## src/rtl/assert_macros.svh

```systemverilog
// Assertion macros shared by the waveshaper RTL.
`ifndef ASSERT_MACROS_SVH
`define ASSERT_MACROS_SVH

// cond holds at every clock edge out of reset
`define ASSERT_ALWAYS(label, cond) \
   label: assert property (@(posedge clock) disable iff (reset) (cond)) \
      else $error("assertion failed");

// cons holds in the cycle in which ante holds
`define ASSERT_IMPLY(label, ante, cons) \
   label: assert property (@(posedge clock) disable iff (reset) (ante) |-> (cons)) \
      else $error("assertion failed");

// cons holds in the cycle after ante holds
`define ASSERT_NEXT(label, ante, cons) \
   label: assert property (@(posedge clock) disable iff (reset) (ante) |=> (cons)) \
      else $error("assertion failed");

`endif

```

## src/rtl/wci_pkg.sv

```systemverilog
// Package for the waveshaper curve interpolator: sizes, codes and types.
package wci_pkg;

   localparam int CURVE_DEPTH   = 1024;
   localparam int SAMPLE_BITS   = 16;
   localparam int FRAC_BITS     = 16;
   localparam int LEN_W         = 11;
   localparam int ENTRY_INDEX_W = 10;

   localparam int IDX_W   = (CURVE_DEPTH > 1) ? $clog2(CURVE_DEPTH) : 1;
   localparam int PROD_W  = SAMPLE_BITS + IDX_W;
   localparam int POS_W   = IDX_W + FRAC_BITS;
   localparam int POS_SHL = (SAMPLE_BITS < FRAC_BITS) ? FRAC_BITS - SAMPLE_BITS : 0;
   localparam int POS_SHR = (SAMPLE_BITS > FRAC_BITS) ? SAMPLE_BITS - FRAC_BITS : 0;

   typedef enum logic {
      OP_LOAD   = 1'b0,
      OP_SAMPLE = 1'b1
   } wci_op_type;

   typedef enum logic [1:0] {
      MODE_SHAPE,
      MODE_BYPASS,
      MODE_MUTE
   } wci_mode_type;

   typedef logic signed [SAMPLE_BITS-1:0] wci_sample_type;
   typedef logic [IDX_W-1:0]              wci_addr_type;

   typedef struct packed {
      logic         is_sample;
      wci_mode_type mode;
      logic         eob;
   } wci_tag_type;

endpackage

```

## src/rtl/wci_interp.sv

```systemverilog
// Interpolation stage: fraction times neighbor difference, floor, output select.
`include "assert_macros.svh"

module wci_interp import wci_pkg::*; (
   input  logic           clock,
   input  logic           reset,
   input  logic           en,
   input  logic           in_valid,
   input  wci_tag_type    in_tag,
   input  wci_sample_type in_c1,
   input  wci_sample_type in_c2,
   input  logic [FRAC_BITS-1:0] in_frac,
   input  wci_sample_type in_sample,
   output logic           out_valid,
   output wci_tag_type    out_tag,
   output wci_sample_type out_result
);

   localparam int DIFF_W = SAMPLE_BITS + 1;
   localparam int PW     = FRAC_BITS + SAMPLE_BITS + 2;

   logic signed [DIFF_W-1:0] diff;
   logic signed [PW-1:0]     prod_in;
   logic signed [PW-1:0]     prod_ff;
   logic                     valid_ff;
   wci_tag_type              tag_ff;
   wci_sample_type           c1_ff;
   wci_sample_type           c2_ff;
   wci_sample_type           sample_ff;
   logic signed [PW-1:0]     step;
   logic signed [PW-1:0]     sum;
   wci_sample_type           shaped;

   always_comb begin
      diff    = DIFF_W'(in_c2) - DIFF_W'(in_c1);
      prod_in = $signed({1'b0, in_frac}) * diff;
   end

   always_ff @(posedge clock) begin
      if (reset) begin
         valid_ff <= 1'b0;
      end else if (en) begin
         valid_ff <= in_valid;
      end
   end

   always_ff @(posedge clock) begin
      if (en) begin
         tag_ff    <= in_tag;
         c1_ff     <= in_c1;
         c2_ff     <= in_c2;
         sample_ff <= in_sample;
         prod_ff   <= prod_in;
      end
   end

   always_comb begin
      step   = prod_ff >>> FRAC_BITS;
      sum    = PW'(c1_ff) + step;
      shaped = sum[SAMPLE_BITS-1:0];
      case (tag_ff.mode)
         MODE_SHAPE:  out_result = shaped;
         MODE_BYPASS: out_result = sample_ff;
         MODE_MUTE:   out_result = '0;
         default:     out_result = '0;
      endcase
   end

   assign out_valid = valid_ff;
   assign out_tag   = tag_ff;

   `ASSERT_IMPLY(a_between_neighbors, valid_ff && tag_ff.is_sample && tag_ff.mode == MODE_SHAPE,
      (shaped >= c1_ff && shaped <= c2_ff) || (shaped <= c1_ff && shaped >= c2_ff))
   `ASSERT_IMPLY(a_mute_is_zero, valid_ff && tag_ff.mode == MODE_MUTE, out_result == '0)
   `ASSERT_NEXT(a_hold_on_stall, valid_ff && tag_ff.is_sample && !en, valid_ff && $stable(out_result))

endmodule

```

## config.mk

```make
export PLATFORM = sky130hd
export DESIGN_NAME = wci_interp
export DESIGN_NICKNAME = d
export VERILOG_FILES = /design/src/rtl/wci_pkg.sv /design/src/rtl/wci_interp.sv
export VERILOG_INCLUDE_DIRS = /design/src /design/src/rtl
export SDC_FILE = /design/constraint.sdc
export NUM_CORES = 1
export LEC_CHECK = 0
export CAP_MARGIN = 30
export CORE_UTILIZATION = 35
export DETAILED_ROUTE_END_ITERATION = 6
export DONT_BUFFER_PORTS = 1
export PLACE_DENSITY_LB_ADDON = 0.05
export SLEW_MARGIN = 10
export SYNTH_ARGS = -nofsm -noshare
export SYNTH_HDL_FRONTEND = slang
export SYNTH_SLANG_ARGS = --single-unit
```

## constraint.sdc

```tcl
create_clock -name clock -period 11.2 [get_ports clock]
set_clock_uncertainty 0.2 [all_clocks]
set_input_delay 1.68 -clock clock [delete_from_list [all_inputs] [get_ports clock]]
set_output_delay 1.68 -clock clock [all_outputs]
set_load 0.05 [all_outputs]
```

==> impl_metrics.json, run 1 <==
{
  "grt.overflow.total": 0,
  "cts_resized": 0,
  "cap_violations": 0,
  "crit_path_start_kind": "input port",
  "cp.required_ns": 11.07,
  "worstSetupEndpointType": "flop",
  "cp-startpoint": "in_c1[1]",
  "worstSkewPairLatency_ns": 0.31,
  "synth-seq-cells": 53,
  "status": "finished clean",
  "nNetsFinal": 1727,
  "grt_use_total": 0.1938,
  "via_per_inst": 4.921,
  "clockBufferDepth": 2,
  "chipHeight_um": 188.7,
  "period_minus_slack_ns": 9.575,
  "finalSetupViolCount": 0,
  "gp_congestion": 0.7908,
  "drt_wl_total_um": 32710,
  "reg2reg_depth": 2,
  "grt_pass1_vias": 9272,
  "ioPinCount": 93,
  "vias": 8612,
  "grt_max_degree": 54,
  "finalHoldViolations": 0,
  "drive_gt1_frac": 0.04147,
  "antenna_found_initial": 2,
  "hold_end": "out_valid",
  "synth_nets": 1746,
  "syn_area_per_cell_um2": 9.239,
  "cts_max_level": 2,
  "hold_slack_ns": 0.5779,
  "synth.largest_area_cell": "fa_1",
  "cts_setup_buffers": 0,
  "r2r_start": "out_valid",
  "post_dp_cell_area_um2": 12770,
  "cp.arrival_ns": 9.44,
  "drt-pass1-iter-count": 5,
  "fmax_mhz": 104.4,
  "slew-limit-headroom": 0.3116,
  "postSynthCellCount": 1320,
  "clk_pin_slew_ns": 0.08,
  "cts.sinks": 53,
  "setup_tns_ns": 0,
  "core_um2": 33870,
  "synth_common_cells": "inv_1 (306), fa_1 (210), nand2_1 (146)",
  "path_max_fanout": 16,
  "wire_per_inst_um": 18.69,
  "dieWidth_um": 188.7,
  "post-route-period-util": 0.8549,
  "synth_cell_types": 51,
  "synth-edff-count": 52,
  "dieArea_um2": 35590,
  "netlist.area_leader.share": 0.3447,
  "worstHoldStart": "out_valid",
  "post-synth-top-count-cell": "inv_1",
  "drtIter0Drc": 328,
  "finalMaxSlewViolations": 0,
  "yosys-top-cells-area": "fa_1 (34%), ha_1 (15%), edfxtp_1 (13%)",
  "diodes": 0,
  "ctsHoldBuffers": 0,
  "r2r_setup_slack_ns": 10.06,
  "hp-class": "flop to flop",
  "ys.flop_type": "edfxtp_1",
  "final_cell_area_um2": 12960,
  "area_growth_pct": 6.268,
  "place_hpwl_um": 26270,
  "yosys_warnings": 0,
  "antenna_left": 0,
  "root_buffer": "clkbuf_16",
  "port-buffer-count": 0,
  "initial_utilization": 0.3601,
  "rr_endpoint": "out_valid",
  "cts_buffers": 5,
  "rows": 67,
  "drc": 0,
  "synth-async-reset-ratio": 0,
  "cts_tree": "done",
  "tightestPinTransition_ns": 1.036,
  "ys_seq_area_frac": 0.1297,
  "min_path_cells": 2,
  "grt_pass1_wl_um": 53190,
  "syn-cell-area_um2": 12200,
  "rsz0062_at_grt": "no",
  "path_class": "input port to flop"
}
flip-flops by register name, indices dropped and copies added (netlist names):
signal and flops:
c1_ff 16, out_tag 4, out_valid 1, prod_ff 16
sample_ff 16
cell usage in the layout, fill, tap and decap left out, types with 6 or more instances in the layout:
master      n
o31ai_1    22
nand2_1   146
a21o_1     12
nor3_1     19
xnor2_1    30
fa_1      210
inv_1     306
a21oi_1    34
ha_1      144
xor2_1     10
o31a_1     11
nor2_1     53
a31oi_1     6
mux2i_1     7
nor2b_1    26
o21a_1      6
nand3_1    20
buf_4      17
or2_2       9
edfxtp_1   52
and3_1     13
and2_1     66
o21ai_0    17
layout make-up:
| type | count | area [um2] |
|---|---|---|
| Timing Repair Buffer | 20 | 181.4 |
| Clock buffer | 5 | 125.1 |
| Clock inverter | 3 | 47.55 |
| Multi-Input combinational cell | 915 | 9315 |
| Tap cell | 448 | 560.5 |
| Sequential cell | 53 | 1582 |
| Fill cell | 3517 | 20910 |
| Inverter | 306 | 1149 |
stage by stage:
step	std cells	setup WS, ns	util
2_1_floorplan	1320	2.069	-
6_report	1750	1.625	0.3827
4_1_cts	1749	1.627	0.3822
3_5_place_dp	1741	1.331	0.3771
5_1_grt	1750	1.169	0.3827
3_3_place_gp	1738	1.338	0.3758
how the worst max path moves through the flow:
stage	endpoint	slack, ns
4_1_cts	prod_ff[31]	1.63
5_1_grt	prod_ff[31]	1.17
6_report	prod_ff[29]	1.63
2_1_floorplan	prod_ff[31]	2.07
3_3_place_gp	prod_ff[31]	1.34
3_5_place_dp	prod_ff[31]	1.33
worst max-delay path, cell delays in order:
cell	delay, ns
inv_1	0.02
ha_1	0.28
nor2b_1	0.13
o21ai_0	0.21
a21boi_0	0.21
o211ai_1	0.28
a21boi_0	0.16
o21ai_0	0.22
and4b_1	0.74
o31ai_1	0.20
fa_1	0.51
fa_1	0.52
inv_1	0.06
fa_1	0.55
fa_1	0.43
fa_1	0.50
inv_1	0.05
fa_1	0.47
inv_1	0.04
ha_1	0.36
a2111o_1	0.46
o31ai_1	0.25
nor2_1	0.13
a2111oi_4	0.45
o311ai_1	0.20
a21oi_1	0.22
xnor2_1	0.08
kinds of logic (layout without fill, tap and decap cells):
kind of cell,count (synthesis),count (layout),share of synthesized area
AO/OA/AOI/OAI,143,143,0.08752
XOR/XNOR,40,40,0.02873
adder cells (fa/ha/maj),354,354,0.4925
buffers and inverters,352,334,0.1086
flip-flops,53,53,0.1297
multiplexers,7,7,0.005746
AND/OR/NAND/NOR,371,371,0.1472
layer usage:
| metal | routed length (um) | track usage | up-vias |
|---|---|---|---|
| met1 | 16180 | 0.2818 | 4319 |
| met4 | 604 | 0.04001 | 0 |
| li1 | - | - | 4089 |
| met3 | 1307 | 0.02067 | 29 |
| met5 | 0 | 0 | - |
| met2 | 14620 | 0.3100 | 175 |
Power of run 1 is left out: the tool's default activity adds up to more than one toggle a clock period on the data nets, which glitch-free logic cannot reach.
==> run 2: changes to the inputs <==
==> constraint.sdc (replaced) <==
create_clock -name clock -period 8.4 [get_ports clock]
set_clock_uncertainty 0.2 [all_clocks]
set_input_delay 1.26 -clock clock [delete_from_list [all_inputs] [get_ports clock]]
set_output_delay 1.26 -clock clock [all_outputs]
set_load 0.05 [all_outputs]
==> impl_metrics.json, run 2 (synthesis gave the netlist of run 1 again) <==
{
  "dieArea_um2": 35590,
  "reg2reg_depth": 2,
  "grt_pass1_vias": 9288,
  "initial_utilization": 0.3601,
  "clockBufferDepth": 2,
  "worstSkewPairLatency_ns": 0.30,
  "worstSetupEndpointType": "flop",
  "cts_max_level": 2,
  "antenna_left": 0,
  "place_hpwl_um": 27600,
  "finalHoldViolations": 0,
  "ctsHoldBuffers": 0,
  "drtIter0Drc": 407,
  "status": "finished clean",
  "fmax_mhz": 119.9,
  "wire_per_inst_um": 18.41,
  "worstHoldStart": "out_valid",
  "cp.required_ns": 8.26,
  "via_per_inst": 4.814,
  "placedCellCount": 1811,
  "fin_ws_ns": 0.05655,
  "critPathSlowestCell": "fa_1",
  "layoutNonFillerInstCount": 1824,
  "cts.sinks": 53,
  "clk_pin_slew_ns": 0.08,
  "period_minus_slack_ns": 8.343,
  "cp.arrival_ns": 8.21,
  "path_class": "input port to flop",
  "r2r_setup_slack_ns": 7.25,
  "hold_end": "out_valid",
  "grt.overflow.total": 0,
  "grt_pass1_wl_um": 53770,
  "dieWidth_um": 188.7,
  "drive_gt1_frac": 0.1228,
  "r2r_start": "out_valid",
  "post-route-period-util": 0.9933,
  "core_um2": 33870,
  "cts_buffers": 5,
  "rows": 67,
  "diodes": 0,
  "drt-pass1-iter-count": 5,
  "cp_common_cell": "fa_1",
  "layout_common_cells": "inv_1 (302), fa_1 (209), nand2_1 (144)",
  "pre_cts_ws_ns": -0.4923,
  "root_buffer": "clkbuf_16",
  "cap_violations": 0,
  "crit_path_start_kind": "input port",
  "path_max_fanout": 6,
  "area_growth_pct": 13.45,
  "reg_top3": "c1_ff: 16 flops, prod_ff: 16 flops, sample_ff: 16 flops",
  "grt_use_total": 0.1956,
  "grt_max_degree": 54,
  "rr_endpoint": "out_valid",
  "hp-class": "flop to flop",
  "vias": 8780,
  "rsz0062_at_grt": "yes",
  "gp_congestion": 0.8247,
  "drt_wl_total_um": 33590,
  "slew-limit-headroom": 0.3118,
  "setup_tns_ns": 0,
  "min_path_cells": 2,
  "finalMaxSlewViolations": 0,
  "port-buffer-count": 0,
  "finalSetupViolCount": 0,
  "drc": 0,
  "antenna_found_initial": 3,
  "max_stage_delay_ns": 0.56,
  "chipHeight_um": 188.7,
  "cts_tree": "done",
  "nNetsFinal": 1801,
  "final_common_cell": "inv_1",
  "tightestPinTransition_ns": 1.036,
  "ioPinCount": 93
}
run 2: cell types whose count changed in the layout (fill, tap and decap cells not counted), moves of 5 or more:
cell / change
a21oi_1: -5
buf_4: +69
a21oi_2: +5
xnor2_2: +5
xnor2_1: -5
run 2: per-stage QoR:
step                      cell area, um2  utilization  hold WS [ns]
after floorplan                    12300            -        0.5326
after global placement             13400       0.3956        0.5545
after detailed placement           13430       0.3964        0.5662
after CTS                          13660       0.4034        0.5799
after global routing               13840       0.4085        0.5957
final                              13840       0.4085        0.5768
run 2: cell type report:
| type | count | area, um2 |
|---|---|---|
| Fill cell | 3488 | 20030 |
| Multi-Input combinational cell | 915 | 9578 |
| Sequential cell | 53 | 1582 |
| Inverter | 306 | 1175 |
| Timing Repair Buffer | 94 | 787.0 |
| Tap cell | 448 | 560.5 |
| Clock buffer | 5 | 125.1 |
| Clock inverter | 3 | 28.78 |
run 2: critical path: cells and delay by family:
| family | cells | cell delay [ns] |
|---|---|---|
| adders and majority gates | 9 | 3.54 |
| AOI/OAI and AO/OA | 9 | 2.09 |
| buffers and inverters | 6 | 0.51 |
| and+or+nand+nor | 5 | 0.51 |
| xor gates and xnor gates | 2 | 0.25 |
run 2: repair_timing:
item / 4_1_cts / 5_1_grt
gates cloned: 0 / 0
pin swaps: 2 / 7
resized for setup: 15 / 32
setup endpoints to repair: 9 / 11
buffers inserted: 2 / 3
run 2: worst max-delay path by stage:
stage          startpoint           to  slack (ns)  depth (start not counted)
2_1_floorplan    in_c2[0]  prod_ff[29]       -0.05                         29
3_3_place_gp     in_c2[0]  prod_ff[31]       -0.49                         30
3_5_place_dp     in_c1[1]  prod_ff[31]       -0.49                         33
4_1_cts          in_c2[0]  prod_ff[31]       0.006                         33
5_1_grt          in_c2[0]  prod_ff[31]       -0.30                         31
6_report         in_c2[0]  prod_ff[29]        0.06                         31
run 2: metal layers:
metal | wire (um) | global-route usage | vias up | share of wire
met5 | 0 | 0 | - | 0
met3 | 1142 | 0.01676 | 23 | 0.034
li1 | - | - | 4232 | -
met2 | 14910 | 0.3129 | 154 | 0.44
met1 | 17190 | 0.2924 | 4371 | 0.51
met4 | 342 | 0.02667 | 0 | 0.010
Power of run 2 is left out for the same reason.
==> run 3: changes to the inputs <==
--- a/config.mk
+++ b/config.mk
@@ -6,6 +6,7 @@
 export SDC_FILE = /design/constraint.sdc
 export NUM_CORES = 1
 export LEC_CHECK = 0
+export ABC_AREA = 1
 export CAP_MARGIN = 30
 export CORE_UTILIZATION = 35
 export DETAILED_ROUTE_END_ITERATION = 6
==> impl_metrics.json, run 3 <==
{
  "fillers": 3842,
  "period_minus_slack_ns": 8.064,
  "synth_common_cells": "inv_1 (397), nand2_1 (325), fa_1 (210)",
  "cts_buffers": 5,
  "max_stage_delay_ns": 0.51,
  "clk_pin_slew_ns": 0.08,
  "met2_usage": 0.3782,
  "use_met3": 0.02574,
  "synth_nets": 2078,
  "synth.largest_area_cell": "fa_1",
  "busiest_layer": "met2",
  "diodes": 0,
  "drt_wl_total_um": 42260,
  "synth-async-reset-ratio": 0,
  "grt_pass1_wl_um": 65000,
  "final_cell_area_um2": 13750,
  "setup_tns_ns": 0,
  "gp_congestion": 0.9247,
  "area_growth_pct": 6.512,
  "cp.arrival_ns": 7.90,
  "hp-class": "flop to flop",
  "final_core_util": 0.3829,
  "synth_cell_types": 47,
  "synth-seq-cells": 53,
  "cts.sinks": 53,
  "ys_seq_area_frac": 0.1225,
  "worstSetupEndpointType": "flop",
  "dieArea_um2": 37660,
  "via_per_inst": 4.927,
  "worstSkewPairLatency_ns": 0.30,
  "critPathSlowestCell": "fa_1",
  "slew-limit-headroom": 0.3435,
  "layout_common_cells": "inv_1 (397), nand2_1 (325), fa_1 (210)",
  "drc": 0,
  "cap_violations": 0,
  "netlist.area_leader.share": 0.3256,
  "post_dp_cell_area_um2": 13600,
  "drtIter0Drc": 625,
  "crit_path_start_kind": "input port",
  "rows": 69,
  "post-synth-top-count-cell": "inv_1",
  "grt_pass1_vias": 10820,
  "root_buffer": "clkbuf_16",
  "crit_family": "adder cells",
  "chipHeight_um": 194.1,
  "wire_per_inst_um": 19.89,
  "grt.overflow.total": 0,
  "ys.flop_type": "edfxtp_1",
  "post-route-period-util": 0.9600,
  "dieWidth_um": 194.1,
  "yosys-top-cells-area": "fa_1 (33%), ha_1 (14%), edfxtp_1 (12%)",
  "cp_common_cell": "nand2_1",
  "tightestPinTransition_ns": 0.9782,
  "antenna_found_initial": 0,
  "path_max_fanout": 9,
  "core_um2": 35910,
  "fmax_mhz": 124.0,
  "vias": 10470,
  "final_common_cell": "inv_1",
  "cts_tree": "done",
  "status": "finished clean",
  "rsz0062_at_grt": "no",
  "syn-cell-area_um2": 12910,
  "cts_max_level": 2,
  "r2r_setup_slack_ns": 7.27,
  "yosys_warnings": 0,
  "syn_area_per_cell_um2": 7.815,
  "finalSetupViolCount": 0,
  "critPathBufInv": 8,
  "cp.required_ns": 8.23,
  "grt_max_degree": 54,
  "use_met1": 0.3318,
  "clockBufferDepth": 2,
  "finalMaxSlewViolations": 0,
  "place_hpwl_um": 36190,
  "grt_use_total": 0.2304,
  "ioPinCount": 93,
  "antenna_left": 0,
  "postSynthCellCount": 1652,
  "nNetsFinal": 2088,
  "port-buffer-count": 0,
  "drt-pass1-iter-count": 5,
  "synth-edff-count": 52,
  "drive_gt1_frac": 0.05111,
  "initial_utilization": 0.3595,
  "finalHoldViolations": 0,
  "reg_top3": "c1_ff: 16 flops, prod_ff: 16 flops, sample_ff: 16 flops",
  "path_class": "input port to flop"
}
## run 3: metrics by stage
step           hold slack (ns)  worst slack [ns]  instances
2_1_floorplan           0.5326            0.8468       1652
3_3_place_gp            0.5458          -0.07234       2116
3_5_place_dp            0.5665          -0.06781       2116
4_1_cts                 0.5724            0.2519       2124
5_1_grt                 0.6180           0.01338       2124
6_report                0.5685            0.3361       2124
## run 3: routing by layer
metal / share of wire / routed length [um] / vias to the layer above
met5: 0 / 0 / -
met4: 0.013 / 566 / 0
met3: 0.046 / 1945 / 32
met2: 0.46 / 19330 / 238
met1: 0.48 / 20420 / 5171
li1: - / - / 5024
## run 3: cell type report
cell class	instances	area [um2]	area share
Clock inverter	3	26.28	0.001911
Sequential cell	53	1582	0.1150
Clock buffer	5	125.1	0.009098
Multi-Input combinational cell	1160	9662	0.7026
Inverter	411	1548	0.1125
Timing Repair Buffer	31	232.7	0.01692
Tap cell	461	576.8	0.04194
## run 3: what timing repair did
item | CTS | global route
hold buffers | 0 | 0
resized for setup | 0 | 3
endpoints found under the setup margin | 0 | 8
buffers inserted | 0 | 0
## run 3: logic make-up after synthesis
| logic type | share of synthesized area |
|---|---|
| fa+ha+maj | 0.4652 |
| flops | 0.1225 |
| mux | 0.0007753 |
| buf+inv | 0.1295 |
| xor+xnor | 0.009497 |
| simple gates | 0.2101 |
| compound gates | 0.06251 |
## run 3: final timing paths
kind,depth (start not counted),from,to
worst max register to register,2,out_valid,out_valid
worst min register to register,2,out_valid,out_valid
worst min-delay path,2,out_valid,out_valid
worst max-delay path,32,in_c2[0],prod_ff[23]
## run 3: worst min-delay path, stage by stage (launching register included)
cell,delay (ns)
dfxtp_1,0.48
mux2i_1,0.20
nor2_1,0.05
Power of run 3 is left out for the same reason.
